--- src/rtl/lpr_pkg.sv ---
// Shared types and constants for the LRU page replacement block.
// No dependencies; imported by every module of the block.
`timescale 1ns / 1ps

package lpr_pkg;

  localparam int AGE_W       = 16;
  localparam int FAULT_W     = 32;
  localparam int CFG_W       = 5;
  localparam int FRAME_IDX_W = 4;

  localparam logic [AGE_W-1:0]   AGE_MAX   = {AGE_W{1'b1}};
  localparam logic [FAULT_W-1:0] FAULT_MAX = {FAULT_W{1'b1}};
  localparam logic [CFG_W-1:0]   FIU_RESET = CFG_W'(16);

  typedef enum logic [1:0] {
    S_IDLE,
    S_SCAN,
    S_DRAIN,
    S_UPDATE
  } lpr_state_t;

endpackage

--- src/rtl/lru_page_replacement.sv ---
// LRU page replacement, top level: sequencer, valid bits, fault counter.
// Sequence: accept, scan one frame per cycle through the single read port of
// the frame store (n = active frame count), drain, update (waits while a result is held).
// No new input beat is accepted (in_stall) until the update of the last one is done.
// Reset: valid bits and fault count cleared, frames_in_use = 16, no sweep.
// Depends on lpr_pkg, lpr_frame_store, lpr_scan.
`timescale 1ns / 1ps

module lru_page_replacement import lpr_pkg::*; #(
  parameter int NUM_FRAMES = 16,
  parameter int PAGE_WIDTH = 16
) (
  input  logic                   clk,
  input  logic                   rst_n,
  input  logic                   cfg_wr_en,
  input  logic [CFG_W-1:0]       cfg_wr_data,
  input  logic                   in_valid,
  output logic                   in_stall,
  input  logic [PAGE_WIDTH-1:0]  in_page_number,
  output logic                   out_valid,
  input  logic                   out_stall,
  output logic                   out_hit,
  output logic [FRAME_IDX_W-1:0] out_frame_index,
  output logic                   out_evicted_valid,
  output logic [PAGE_WIDTH-1:0]  out_evicted_page,
  output logic [FAULT_W-1:0]     out_fault_count
);

  localparam int IDX_W = (NUM_FRAMES > 1) ? $clog2(NUM_FRAMES) : 1;
  localparam int CNT_W = $clog2(NUM_FRAMES + 1);
  localparam int CMP_W = (CNT_W > CFG_W) ? CNT_W : CFG_W;

  lpr_state_t state_r, state_nxt;

  logic [CFG_W-1:0]       frames_in_use_r;
  logic [PAGE_WIDTH-1:0]  page_r;
  logic [IDX_W-1:0]       last_idx_r;
  logic [IDX_W-1:0]       rd_idx_r;
  logic                   d_vld_r;
  logic [IDX_W-1:0]       d_idx_r;
  logic [NUM_FRAMES-1:0]  frame_valid_r;
  logic [FAULT_W-1:0]     fault_cnt_r;
  logic                   out_valid_r;
  logic                   out_hit_r;
  logic [FRAME_IDX_W-1:0] out_frame_index_r;
  logic                   out_evicted_valid_r;
  logic [PAGE_WIDTH-1:0]  out_evicted_page_r;

  logic [CMP_W-1:0]       fiu_ext;
  logic [CNT_W-1:0]       n_eff;
  logic                   in_acc;
  logic                   rd_en;
  logic                   upd_go;
  logic [PAGE_WIDTH-1:0]  rd_page;
  logic [AGE_W-1:0]       rd_age;
  logic [AGE_W-1:0]       age_inc;
  logic                   scan_hit;
  logic                   scan_empty;
  logic [IDX_W-1:0]       hit_idx;
  logic [IDX_W-1:0]       empty_idx;
  logic [IDX_W-1:0]       old_idx;
  logic [PAGE_WIDTH-1:0]  old_page;
  logic [IDX_W-1:0]       slot;
  logic [IDX_W+FRAME_IDX_W-1:0] slot_ext;
  logic                   ev_valid;
  logic                   age_we;
  logic [IDX_W-1:0]       age_waddr;
  logic [AGE_W-1:0]       age_wdata;
  logic [FAULT_W-1:0]     fault_cnt_nxt;

  // active frame count: 0 acts as 1, clamp to NUM_FRAMES
  assign fiu_ext = CMP_W'(frames_in_use_r);
  always_comb begin
    if (fiu_ext == '0) begin
      n_eff = CNT_W'(1);
    end else if (fiu_ext > CMP_W'(NUM_FRAMES)) begin
      n_eff = CNT_W'(NUM_FRAMES);
    end else begin
      n_eff = CNT_W'(fiu_ext);
    end
  end

  assign in_stall = (state_r != S_IDLE);
  assign in_acc   = in_valid && !in_stall;
  assign rd_en    = (state_r == S_SCAN);
  assign upd_go   = (state_r == S_UPDATE) && !(out_valid_r && out_stall);

  always_comb begin
    state_nxt = state_r;
    unique case (state_r)
      S_IDLE: begin
        if (in_acc) begin
          state_nxt = S_SCAN;
        end
      end
      S_SCAN: begin
        if (rd_idx_r == last_idx_r) begin
          state_nxt = S_DRAIN;
        end
      end
      S_DRAIN: begin
        state_nxt = S_UPDATE;
      end
      S_UPDATE: begin
        if (upd_go) begin
          state_nxt = S_IDLE;
        end
      end
      default: begin
        state_nxt = S_IDLE;
      end
    endcase
  end

  always_ff @(posedge clk) begin
    if (!rst_n) begin
      state_r <= S_IDLE;
    end else begin
      state_r <= state_nxt;
    end
  end

  always_ff @(posedge clk) begin
    if (!rst_n) begin
      frames_in_use_r <= FIU_RESET;
    end else if (cfg_wr_en) begin
      frames_in_use_r <= cfg_wr_data;
    end
  end

  always_ff @(posedge clk) begin
    if (in_acc) begin
      page_r     <= in_page_number;
      last_idx_r <= IDX_W'(n_eff - CNT_W'(1));
    end
  end

  always_ff @(posedge clk) begin
    if (!rst_n) begin
      rd_idx_r <= '0;
      d_vld_r  <= 1'b0;
    end else begin
      d_vld_r <= rd_en;
      if (in_acc) begin
        rd_idx_r <= '0;
      end else if (rd_en) begin
        rd_idx_r <= rd_idx_r + IDX_W'(1);
      end
    end
  end

  always_ff @(posedge clk) begin
    d_idx_r <= rd_idx_r;
  end

  lpr_frame_store #(
    .NUM_FRAMES (NUM_FRAMES),
    .PAGE_WIDTH (PAGE_WIDTH),
    .IDX_W      (IDX_W)
  ) u_store (
    .clk        (clk),
    .rd_en      (rd_en),
    .rd_addr    (rd_idx_r),
    .rd_page    (rd_page),
    .rd_age     (rd_age),
    .page_we    (upd_go && !scan_hit),
    .page_waddr (slot),
    .page_wdata (page_r),
    .age_we     (age_we),
    .age_waddr  (age_waddr),
    .age_wdata  (age_wdata)
  );

  lpr_scan #(
    .PAGE_WIDTH (PAGE_WIDTH),
    .IDX_W      (IDX_W)
  ) u_scan (
    .clk       (clk),
    .rst_n     (rst_n),
    .clr       (in_acc),
    .en        (d_vld_r),
    .idx       (d_idx_r),
    .target    (page_r),
    .frm_valid (frame_valid_r[d_idx_r]),
    .frm_page  (rd_page),
    .frm_age   (rd_age),
    .age_inc   (age_inc),
    .hit       (scan_hit),
    .hit_idx   (hit_idx),
    .empty     (scan_empty),
    .empty_idx (empty_idx),
    .old_idx   (old_idx),
    .old_page  (old_page)
  );

  always_comb begin
    if (scan_hit) begin
      slot = hit_idx;
    end else if (scan_empty) begin
      slot = empty_idx;
    end else begin
      slot = old_idx;
    end
  end

  assign ev_valid = !scan_hit && !scan_empty;
  assign slot_ext = {{FRAME_IDX_W{1'b0}}, slot};

  // aging write-back during the scan; chosen frame ends at age one
  assign age_we    = d_vld_r || upd_go;
  assign age_waddr = upd_go ? slot : d_idx_r;
  assign age_wdata = upd_go ? AGE_W'(1) : age_inc;

  always_comb begin
    fault_cnt_nxt = fault_cnt_r;
    if (!scan_hit && (fault_cnt_r != FAULT_MAX)) begin
      fault_cnt_nxt = fault_cnt_r + FAULT_W'(1);
    end
  end

  always_ff @(posedge clk) begin
    if (!rst_n) begin
      frame_valid_r <= '0;
      fault_cnt_r   <= '0;
    end else if (upd_go) begin
      frame_valid_r[slot] <= 1'b1;
      fault_cnt_r         <= fault_cnt_nxt;
    end
  end

  always_ff @(posedge clk) begin
    if (!rst_n) begin
      out_valid_r <= 1'b0;
    end else if (upd_go) begin
      out_valid_r <= 1'b1;
    end else if (out_valid_r && !out_stall) begin
      out_valid_r <= 1'b0;
    end
  end

  always_ff @(posedge clk) begin
    if (upd_go) begin
      out_hit_r           <= scan_hit;
      out_frame_index_r   <= slot_ext[FRAME_IDX_W-1:0];
      out_evicted_valid_r <= ev_valid;
      out_evicted_page_r  <= ev_valid ? old_page : '0;
    end
  end

  assign out_valid         = out_valid_r;
  assign out_hit           = out_hit_r;
  assign out_frame_index   = out_frame_index_r;
  assign out_evicted_valid = out_evicted_valid_r;
  assign out_evicted_page  = out_evicted_page_r;
  assign out_fault_count   = fault_cnt_r;

  a_scan_bound: assert property (@(posedge clk) disable iff (!rst_n)
    (state_r == S_SCAN) |-> (rd_idx_r <= last_idx_r))
    else $error("scan index beyond active frames");

  a_evict_valid: assert property (@(posedge clk) disable iff (!rst_n)
    (upd_go && ev_valid) |-> frame_valid_r[old_idx])
    else $error("eviction of an empty frame");

  a_fault_count: assert property (@(posedge clk) disable iff (!rst_n)
    (upd_go && !scan_hit) |=> (fault_cnt_r != '0))
    else $error("fault not counted");

  a_slot_valid: assert property (@(posedge clk) disable iff (!rst_n)
    upd_go |=> (out_valid_r && out_hit == $past(scan_hit) && frame_valid_r[$past(slot)]))
    else $error("result or frame valid missing after update");

endmodule

--- src/rtl/lpr_frame_store.sv ---
// Frame store: page number and age per frame, one write port each, one
// registered read port. Depends on lpr_pkg.
`timescale 1ns / 1ps

module lpr_frame_store import lpr_pkg::*; #(
  parameter int NUM_FRAMES = 16,
  parameter int PAGE_WIDTH = 16,
  parameter int IDX_W      = 4
) (
  input  logic                  clk,
  input  logic                  rd_en,
  input  logic [IDX_W-1:0]      rd_addr,
  output logic [PAGE_WIDTH-1:0] rd_page,
  output logic [AGE_W-1:0]      rd_age,
  input  logic                  page_we,
  input  logic [IDX_W-1:0]      page_waddr,
  input  logic [PAGE_WIDTH-1:0] page_wdata,
  input  logic                  age_we,
  input  logic [IDX_W-1:0]      age_waddr,
  input  logic [AGE_W-1:0]      age_wdata
);

  logic [PAGE_WIDTH-1:0] page_mem [NUM_FRAMES];
  logic [AGE_W-1:0]      age_mem  [NUM_FRAMES];
  logic [PAGE_WIDTH-1:0] rd_page_r;
  logic [AGE_W-1:0]      rd_age_r;

  always_ff @(posedge clk) begin
    if (page_we) begin
      page_mem[page_waddr] <= page_wdata;
    end
    if (rd_en) begin
      rd_page_r <= page_mem[rd_addr];
    end
  end

  always_ff @(posedge clk) begin
    if (age_we) begin
      age_mem[age_waddr] <= age_wdata;
    end
    if (rd_en) begin
      rd_age_r <= age_mem[rd_addr];
    end
  end

  assign rd_page = rd_page_r;
  assign rd_age  = rd_age_r;

endmodule

--- src/rtl/lpr_scan.sv ---
// Scan unit: one frame per beat of the scan, page compare, empty
// search, oldest-age compare and saturating age increment. Depends on lpr_pkg.
`timescale 1ns / 1ps

module lpr_scan import lpr_pkg::*; #(
  parameter int PAGE_WIDTH = 16,
  parameter int IDX_W      = 4
) (
  input  logic                  clk,
  input  logic                  rst_n,
  input  logic                  clr,
  input  logic                  en,
  input  logic [IDX_W-1:0]      idx,
  input  logic [PAGE_WIDTH-1:0] target,
  input  logic                  frm_valid,
  input  logic [PAGE_WIDTH-1:0] frm_page,
  input  logic [AGE_W-1:0]      frm_age,
  output logic [AGE_W-1:0]      age_inc,
  output logic                  hit,
  output logic [IDX_W-1:0]      hit_idx,
  output logic                  empty,
  output logic [IDX_W-1:0]      empty_idx,
  output logic [IDX_W-1:0]      old_idx,
  output logic [PAGE_WIDTH-1:0] old_page
);

  logic                  hit_r;
  logic                  empty_r;
  logic                  first_r;
  logic [IDX_W-1:0]      hit_idx_r;
  logic [IDX_W-1:0]      empty_idx_r;
  logic [IDX_W-1:0]      old_idx_r;
  logic [AGE_W-1:0]      old_age_r;
  logic [PAGE_WIDTH-1:0] old_page_r;
  logic                  match;
  logic                  older;

  assign match   = frm_valid && (frm_page == target);
  assign older   = first_r || (frm_age > old_age_r);
  assign age_inc = (frm_age == AGE_MAX) ? frm_age : frm_age + AGE_W'(1);

  always_ff @(posedge clk) begin
    if (!rst_n || clr) begin
      hit_r   <= 1'b0;
      empty_r <= 1'b0;
      first_r <= 1'b1;
    end else if (en) begin
      first_r <= 1'b0;
      if (!hit_r && match) begin
        hit_r <= 1'b1;
      end
      if (!empty_r && !frm_valid) begin
        empty_r <= 1'b1;
      end
    end
  end

  always_ff @(posedge clk) begin
    if (en) begin
      if (!hit_r && match) begin
        hit_idx_r <= idx;
      end
      if (!empty_r && !frm_valid) begin
        empty_idx_r <= idx;
      end
      if (older) begin
        old_idx_r  <= idx;
        old_age_r  <= frm_age;
        old_page_r <= frm_page;
      end
    end
  end

  assign hit       = hit_r;
  assign hit_idx   = hit_idx_r;
  assign empty     = empty_r;
  assign empty_idx = empty_idx_r;
  assign old_idx   = old_idx_r;
  assign old_page  = old_page_r;

endmodule

--- config.mk ---
export PLATFORM = sky130hd
export DESIGN_NAME = lru_page_replacement
export DESIGN_NICKNAME = d
export VERILOG_FILES = /design/src/rtl/lpr_pkg.sv /design/src/rtl/lru_page_replacement.sv /design/src/rtl/lpr_frame_store.sv /design/src/rtl/lpr_scan.sv
export SDC_FILE = /design/constraint.sdc
export NUM_CORES = 1
export LEC_CHECK = 0
export BUFFER_PORTS_ARGS = -buffer_cell sky130_fd_sc_hd__buf_2
export CAP_MARGIN = 20
export CORE_AREA = 2 2 188 227
export CTS_CLUSTER_SIZE = 24
export DETAILED_ROUTE_END_ITERATION = 8
export DIE_AREA = 0 0 190 229
export GPL_TIMING_DRIVEN = 0
export PLACE_DENSITY = 0.84
export SLEW_MARGIN = 20
export SYNTH_ARGS = -nofsm -noshare
export SYNTH_HDL_FRONTEND = slang
export SYNTH_HIERARCHICAL = 1
export SYNTH_SLANG_ARGS = --single-unit
--- constraint.sdc ---
create_clock -name clk -period 6.5 [get_ports clk]
set_clock_uncertainty 0.1 [all_clocks]
set_input_delay 0.975 -clock clk [delete_from_list [all_inputs] [get_ports clk]]
set_output_delay 0.975 -clock clk [all_outputs]
set_load 0.05 [all_outputs]
==> reports/metrics.csv, run 1 <==
metric;value;unit
initial antenna violation count;1;
chip width;190;µm
pre-CTS setup slack;1.982;ns
Post-Synthesis Cell Area;0.02750;mm²
Yosys cell types;70;
routed len/inst;30.65;µm
Syn Area/Cell;18.32;µm²
DRC;0;
H-tree depth;3;
CTS tree;done;
register area share after synthesis;0.7374;
Crit Path Class;reg2reg;
final antenna-violating net count;0;
Arrival @ worst endpoint;4.48;ns
1st-iter DRT viols;2064;
GRT Residual Overflow;0;
FF-to-FF Start;state_r[1]$_SDFFE_PN0P_;
PwrDens;373.2;mW/mm²
Row Count;82;
Worst-Skew Late Latency;0.62;ns
vias in the first global route;16470;
Slew Limit Fails;0;
Hold Fails Final Rpt;0;
Worst Max-Slew Pin Slew;1.094;ns
final period utilization;0.6576;
pin count of the biggest net entering global routing;26;
vias post-DR;16110;
Via density;7.039;
CTS Buffer Depth;3;
Reg area;0.02028;mm²
dpl hpwl;42.24;mm
area leader, netlist;edfxtp_1;
Worst-path clk slew;0.06;ns
Worst Setup SP;state_r[1]$_SDFFE_PN0P_;
crit start category;flop;
core area;0.04135;mm²
CTS Hold Bufs;0;
Worst Path Required;6.71;ns
routed wire length;70.13;mm
syn_nets;1552;
Hold WC Path Type;reg2reg;
Final nets;1743;
synth top area cells;edfxtp_1 69%, mux4_2 11%, dfxtp_1 5.0%;
crit-path max FO;11;
final setup margin;2.226;ns
Slew headroom;0.2630;
die height;229;µm
Syn-to-layout area delta;13.65;%
Crit. End Element;flop;
clock root buffer;clkbuf_16;
fillers;2106;
commonest non-fill, non-tap cell in the layout;edfxtp_1;
max frequency;234.0;MHz
# Post-CTS Setup Buffers;0;
Synth warnings;6;
port buffer count;80;
Synth top area share;0.6879;
global-route wire length before repair;103.2;mm
GRT Total Usage;0.3308;
Worst Min Path Start;frame_valid_r[6]$_SDFFE_PN0P_;
Post-Synthesis Cells;1501;
Final TNS setup;0;ns
LEAKAGE;10.11;nW
Seq cells post-synth;698;
Final setup viols;0;
status;finished clean;
RSZ-0062 raised after global routing;no;
post-cts resize count;0;
Die Area;0.04351;mm²
share of layout cells above drive strength 1;0.2503;
Peak VDD IR;0.3371;mV
top_reg_cell synth;edfxtp_1;
final critical-path required period;4.274;ns
EDFF count, synth;630;
GP Congestion;0.8359;
CTS Sinks;698;
ys async rst share;0;
area of the multi-input gates;0.006947;mm²
commonest non-fill, non-tap cells in the layout;630 x edfxtp_1, 133 x mux4_2, 88 x buf_2;
io pins;82;
Initial Utilization;0.6651;
router iterations before antenna repair;5;
Max Cap Violations;0;
ant diodes;0;
Inserted Clock Buffers;66;
[state kept, by name, indices dropped and copies added (netlist names), 5 cells and up]
name,cells
fiu_ext,5
frame_valid_r,16
out_evicted_page,16
out_fault_count,32
page_r,16
u_scan/old_age_r,16
u_scan/old_page,16
u_store/age_mem,256
u_store/page_mem,256
u_store/rd_age,16
u_store/rd_page,16
[report_power, final]
part	internal, mW	switching, mW
sequential	5.59	0.290
clock	2.04	1.66
combinational	0.764	1.32
[critical path, stage by stage, from the launching register on]
cell and delay [ns]:
dfxtp_1 0.38, ha_1 0.20, a21bo_2 0.28, clkbuf_1 0.28, clkbuf_1 0.34, o21ai_0 0.93
nand2b_1 0.44, nor2_2 0.78, buf_6 0.25
[cell families after synthesis]
kind of cell | Yosys count | synth area share
flops | 698 | 0.7374
simple gates | 317 | 0.06160
compound gates | 180 | 0.04700
fa+ha+maj | 25 | 0.01137
buf+inv | 93 | 0.01470
mux | 149 | 0.1152
xor+xnor | 39 | 0.01269
[cell type report]
type                    instances  area share
flip-flops and latches        698      0.6489
inverters                      33    0.003963
clock inverters                32    0.007566
clock buffers                  86     0.05725
well taps                     546     0.02186
repair buffers                123     0.02926
plain buffers                  60    0.008968
multi-input cells             710      0.2223
[Yosys cell counts (all sizes together) (12+ instances only)]
| master | count |
|---|---|
| a21oi | 34 |
| or3 | 16 |
| nand2b | 12 |
| nand3 | 22 |
| and2 | 36 |
| nand2 | 78 |
| edfxtp | 630 |
| nand4 | 22 |
| nor2 | 70 |
| a22oi | 64 |
| nor3 | 17 |
| o21ai | 24 |
| mux4 | 133 |
| ha | 25 |
| o21a | 20 |
| inv | 32 |
| mux2i | 12 |
| xor2 | 29 |
| clkbuf | 32 |
| buf | 28 |
| dfxtp | 68 |
[metrics by stage]
stage | hold slack (ns) | total power, mW | cell area [µm²] | utilization | instances
4_1_cts | 0.3722 | 11.65 | 31250 | 0.7559 | 2288
2_1_floorplan | 0.3063 | 7.207 | 27500 | - | 1501
6_report | 0.3665 | 11.66 | 31250 | 0.7559 | 2288
5_1_grt | 0.3853 | 11.98 | 31250 | 0.7559 | 2288
3_5_place_dp | 0.3545 | 7.951 | 29230 | 0.7069 | 2170
3_3_place_gp | 0.3412 | 7.748 | 28580 | 0.6913 | 2127
[metal layers]
metal,vias to the layer above,GRT usage,part of all wire,routed length (µm)
li1,6395,-,-,-
met1,8082,0.4059,0.33,22950
met2,1305,0.5553,0.50,35330
met3,321,0.07217,0.11,7906
met4,2,0.1737,0.056,3935
met5,-,0,0.00027,19
[path summary, 6_finish.rpt]
check | slack [ns] | cells after the start | end
worst max-delay path | 2.23 | 8 | u_store/age_mem[14][13]$_DFFE_PP_
worst min-delay path | 0.37 | 1 | frame_valid_r[6]$_SDFFE_PN0P_
worst max register to register | 2.23 | 8 | u_store/age_mem[14][13]$_DFFE_PP_
worst min register to register | 0.37 | 1 | frame_valid_r[6]$_SDFFE_PN0P_
Power figures use the tool's default switching activity.
==> inputs of run 2 (changes only) <==
Settings changed: CORE_AREA 2 2 188 227 to 2 2 206 248, DIE_AREA 0 0 190 229 to 0 0 208 250, PLACE_DENSITY 0.84 to 0.75.
Clock period 6.5 ns to 3.5 ns, I/O delays scaled along.
==> run 2 against run 1 <==
Via count is 5.8% lower. Sequential power is 85% higher. Fmax is 23% higher. Critical path type unchanged. Largest power group unchanged.
==> reports/metrics.csv, run 2 (synthesized netlist as in run 1, its figures left out) <==
metric;value;unit
status;finished clean;
Crit. End Element;flop;
crit start category;flop;
commonest non-fill, non-tap cell in the layout;edfxtp_1;
chip width;208;µm
Worst-Skew Late Latency;0.63;ns
routed wire length;62.61;mm
LEAKAGE;10.26;nW
Sw Share;0.2752;
router iterations before antenna repair;5;
initial antenna violation count;0;
Slew headroom;0.3092;
Syn-to-layout area delta;15.83;%
CP cell instances;clkbuf_1, nand2_1, o21a_1, inv_1, nand2_1, nor2_2, buf_6;
clock root buffer;clkbuf_16;
final period utilization;0.9947;
commonest non-fill, non-tap cells in the layout;630 x edfxtp_1, 133 x mux4_2, 88 x buf_2;
CTS Sinks;698;
Die Area;0.05200;mm²
CTS Buffer Depth;3;
Max Used Layer;met4;
Slew Limit Fails;0;
Hold WC Path Type;in2reg;
RSZ-0062 raised after global routing;yes;
pre-CTS setup slack;-0.6153;ns
Max Cap Violations;0;
Crit Path Class;reg2reg;
pin count of the biggest net entering global routing;39;
total power;21.80;mW
share of layout cells above drive strength 1;0.2538;
Finished Layout Cells;2405;
Switch Pwr;6.000;mW
dpl hpwl;39.93;mm
Arrival @ worst endpoint;3.72;ns
port buffer count;80;
placed cell areas;0.02927;mm²
ant diodes;0;
Placed Instances;2257;
CP max stage delay;0.71;ns
CTS tree;done;
DRC;0;
GRT Residual Overflow;0;
design area;0.03185;mm²
Inserted Clock Buffers;68;
GP Congestion;0.8393;
Worst-path clk slew;0.06;ns
final antenna-violating net count;0;
Row Count;90;
final setup margin;0.01845;ns
Peak VDD IR;0.5215;mV
M1 wire length;23.90;mm
Internal Power;15.80;mW
Final nets;1760;
Reg power frac;0.499;
Final TNS setup;0;ns
core area;0.04977;mm²
fillers;3302;
global-route wire length before repair;94.12;mm
Logic pwr share;0.173;
routed len/inst;26.03;µm
Final setup viols;0;
crit-path max FO;12;
final critical-path required period;3.482;ns
Worst Max-Slew Pin Slew;1.028;ns
Worst Path Required;3.73;ns
die height;250;µm
Hold Fails Final Rpt;0;
io pins;82;
R2R Setup Slk;0.02;ns
wire length on met2;32.26;mm
Clock Power Share;0.328;
max frequency;287.2;MHz
cell repeated most along the worst path;nand2_1;
GRT Total Usage;0.2434;
CP top delay family;simple AND/OR/NAND/NOR gates;
1st-iter DRT viols;1710;
Initial Utilization;0.5525;
PwrDens;684.4;mW/mm²
vias post-DR;15170;
Met3 Wirelength;4.330;mm
vias in the first global route;15390;
Slowest-stage cell, CP;nor2_2;
worst path bufs/invs;3;
H-tree depth;3;
Via density;6.308;
==> run 2: power by group through the flow <==
| stage | Combinational (mW) | Sequential [mW] | Clock, mW |
|---|---|---|---|
| 2_1_floorplan | 2.44 | 10.9 | 0 |
| 3_3_place_gp | 3.43 | 11.0 | 0 |
| 3_5_place_dp | 3.69 | 11.0 | 0 |
| 4_1_cts | 3.76 | 10.9 | 7.27 |
| 5_1_grt | 4.05 | 10.9 | 7.58 |
| 6_report | 3.76 | 10.9 | 7.16 |
==> run 2: timing repair <==
| item | CTS | global route |
|---|---|---|
| setup endpoints to repair | 239 | 86 |
| setup buffers | 6 | 5 |
| hold buffers | 16 | 0 |
| endpoints found under the hold margin | 16 | 0 |
| pin swaps | 4 | 3 |
| resized for setup | 16 | 3 |
==> run 2: final cells by class <==
class,count,area [µm²],area share
clock inverters,35,387.9,0.01218
flip-flops and latches,698,20280,0.6366
clock buffers,87,1793,0.05629
multi-input cells,710,7082,0.2223
well taps,644,805.8,0.02530
repair buffers,139,1105,0.03468
inverters,33,123.9,0.003889
plain buffers,59,277.8,0.008720
==> run 2: stage by stage <==
step	hold WS (ns)	util
2_1_floorplan	0.3063	-
3_3_place_gp	0.3414	0.5770
3_5_place_dp	0.3550	0.5881
4_1_cts	0.01557	0.6383
5_1_grt	0.03249	0.6400
6_report	0.03790	0.6400
==> run 2: worst min-delay path, stage by stage <==
cell     delay [ns]
buf_2          0.08
mux2i_1        0.06
nand2_1        0.06
==> run 2: worst paths after layout <==
check | startpoint | end | cells past startpoint
min | cfg_wr_data[4] | fiu_ext[4]$_SDFFE_PN1P_ | 3
max reg2reg | u_scan/hit$_SDFFE_PP0P_ | u_store/page_mem[3][4]$_DFFE_PP_ | 7
max | u_scan/hit$_SDFFE_PP0P_ | u_store/page_mem[3][4]$_DFFE_PP_ | 7
min reg2reg | frame_valid_r[14]$_SDFFE_PN0P_ | frame_valid_r[14]$_SDFFE_PN0P_ | 1
==> run 2: routing by layer <==
layer / vias to the layer above / GRT usage
li1: 6456 / -
met5: - / 0
met2: 723 / 0.4166
met1: 7843 / 0.3143
met4: 0 / 0.09787
met3: 149 / 0.03775
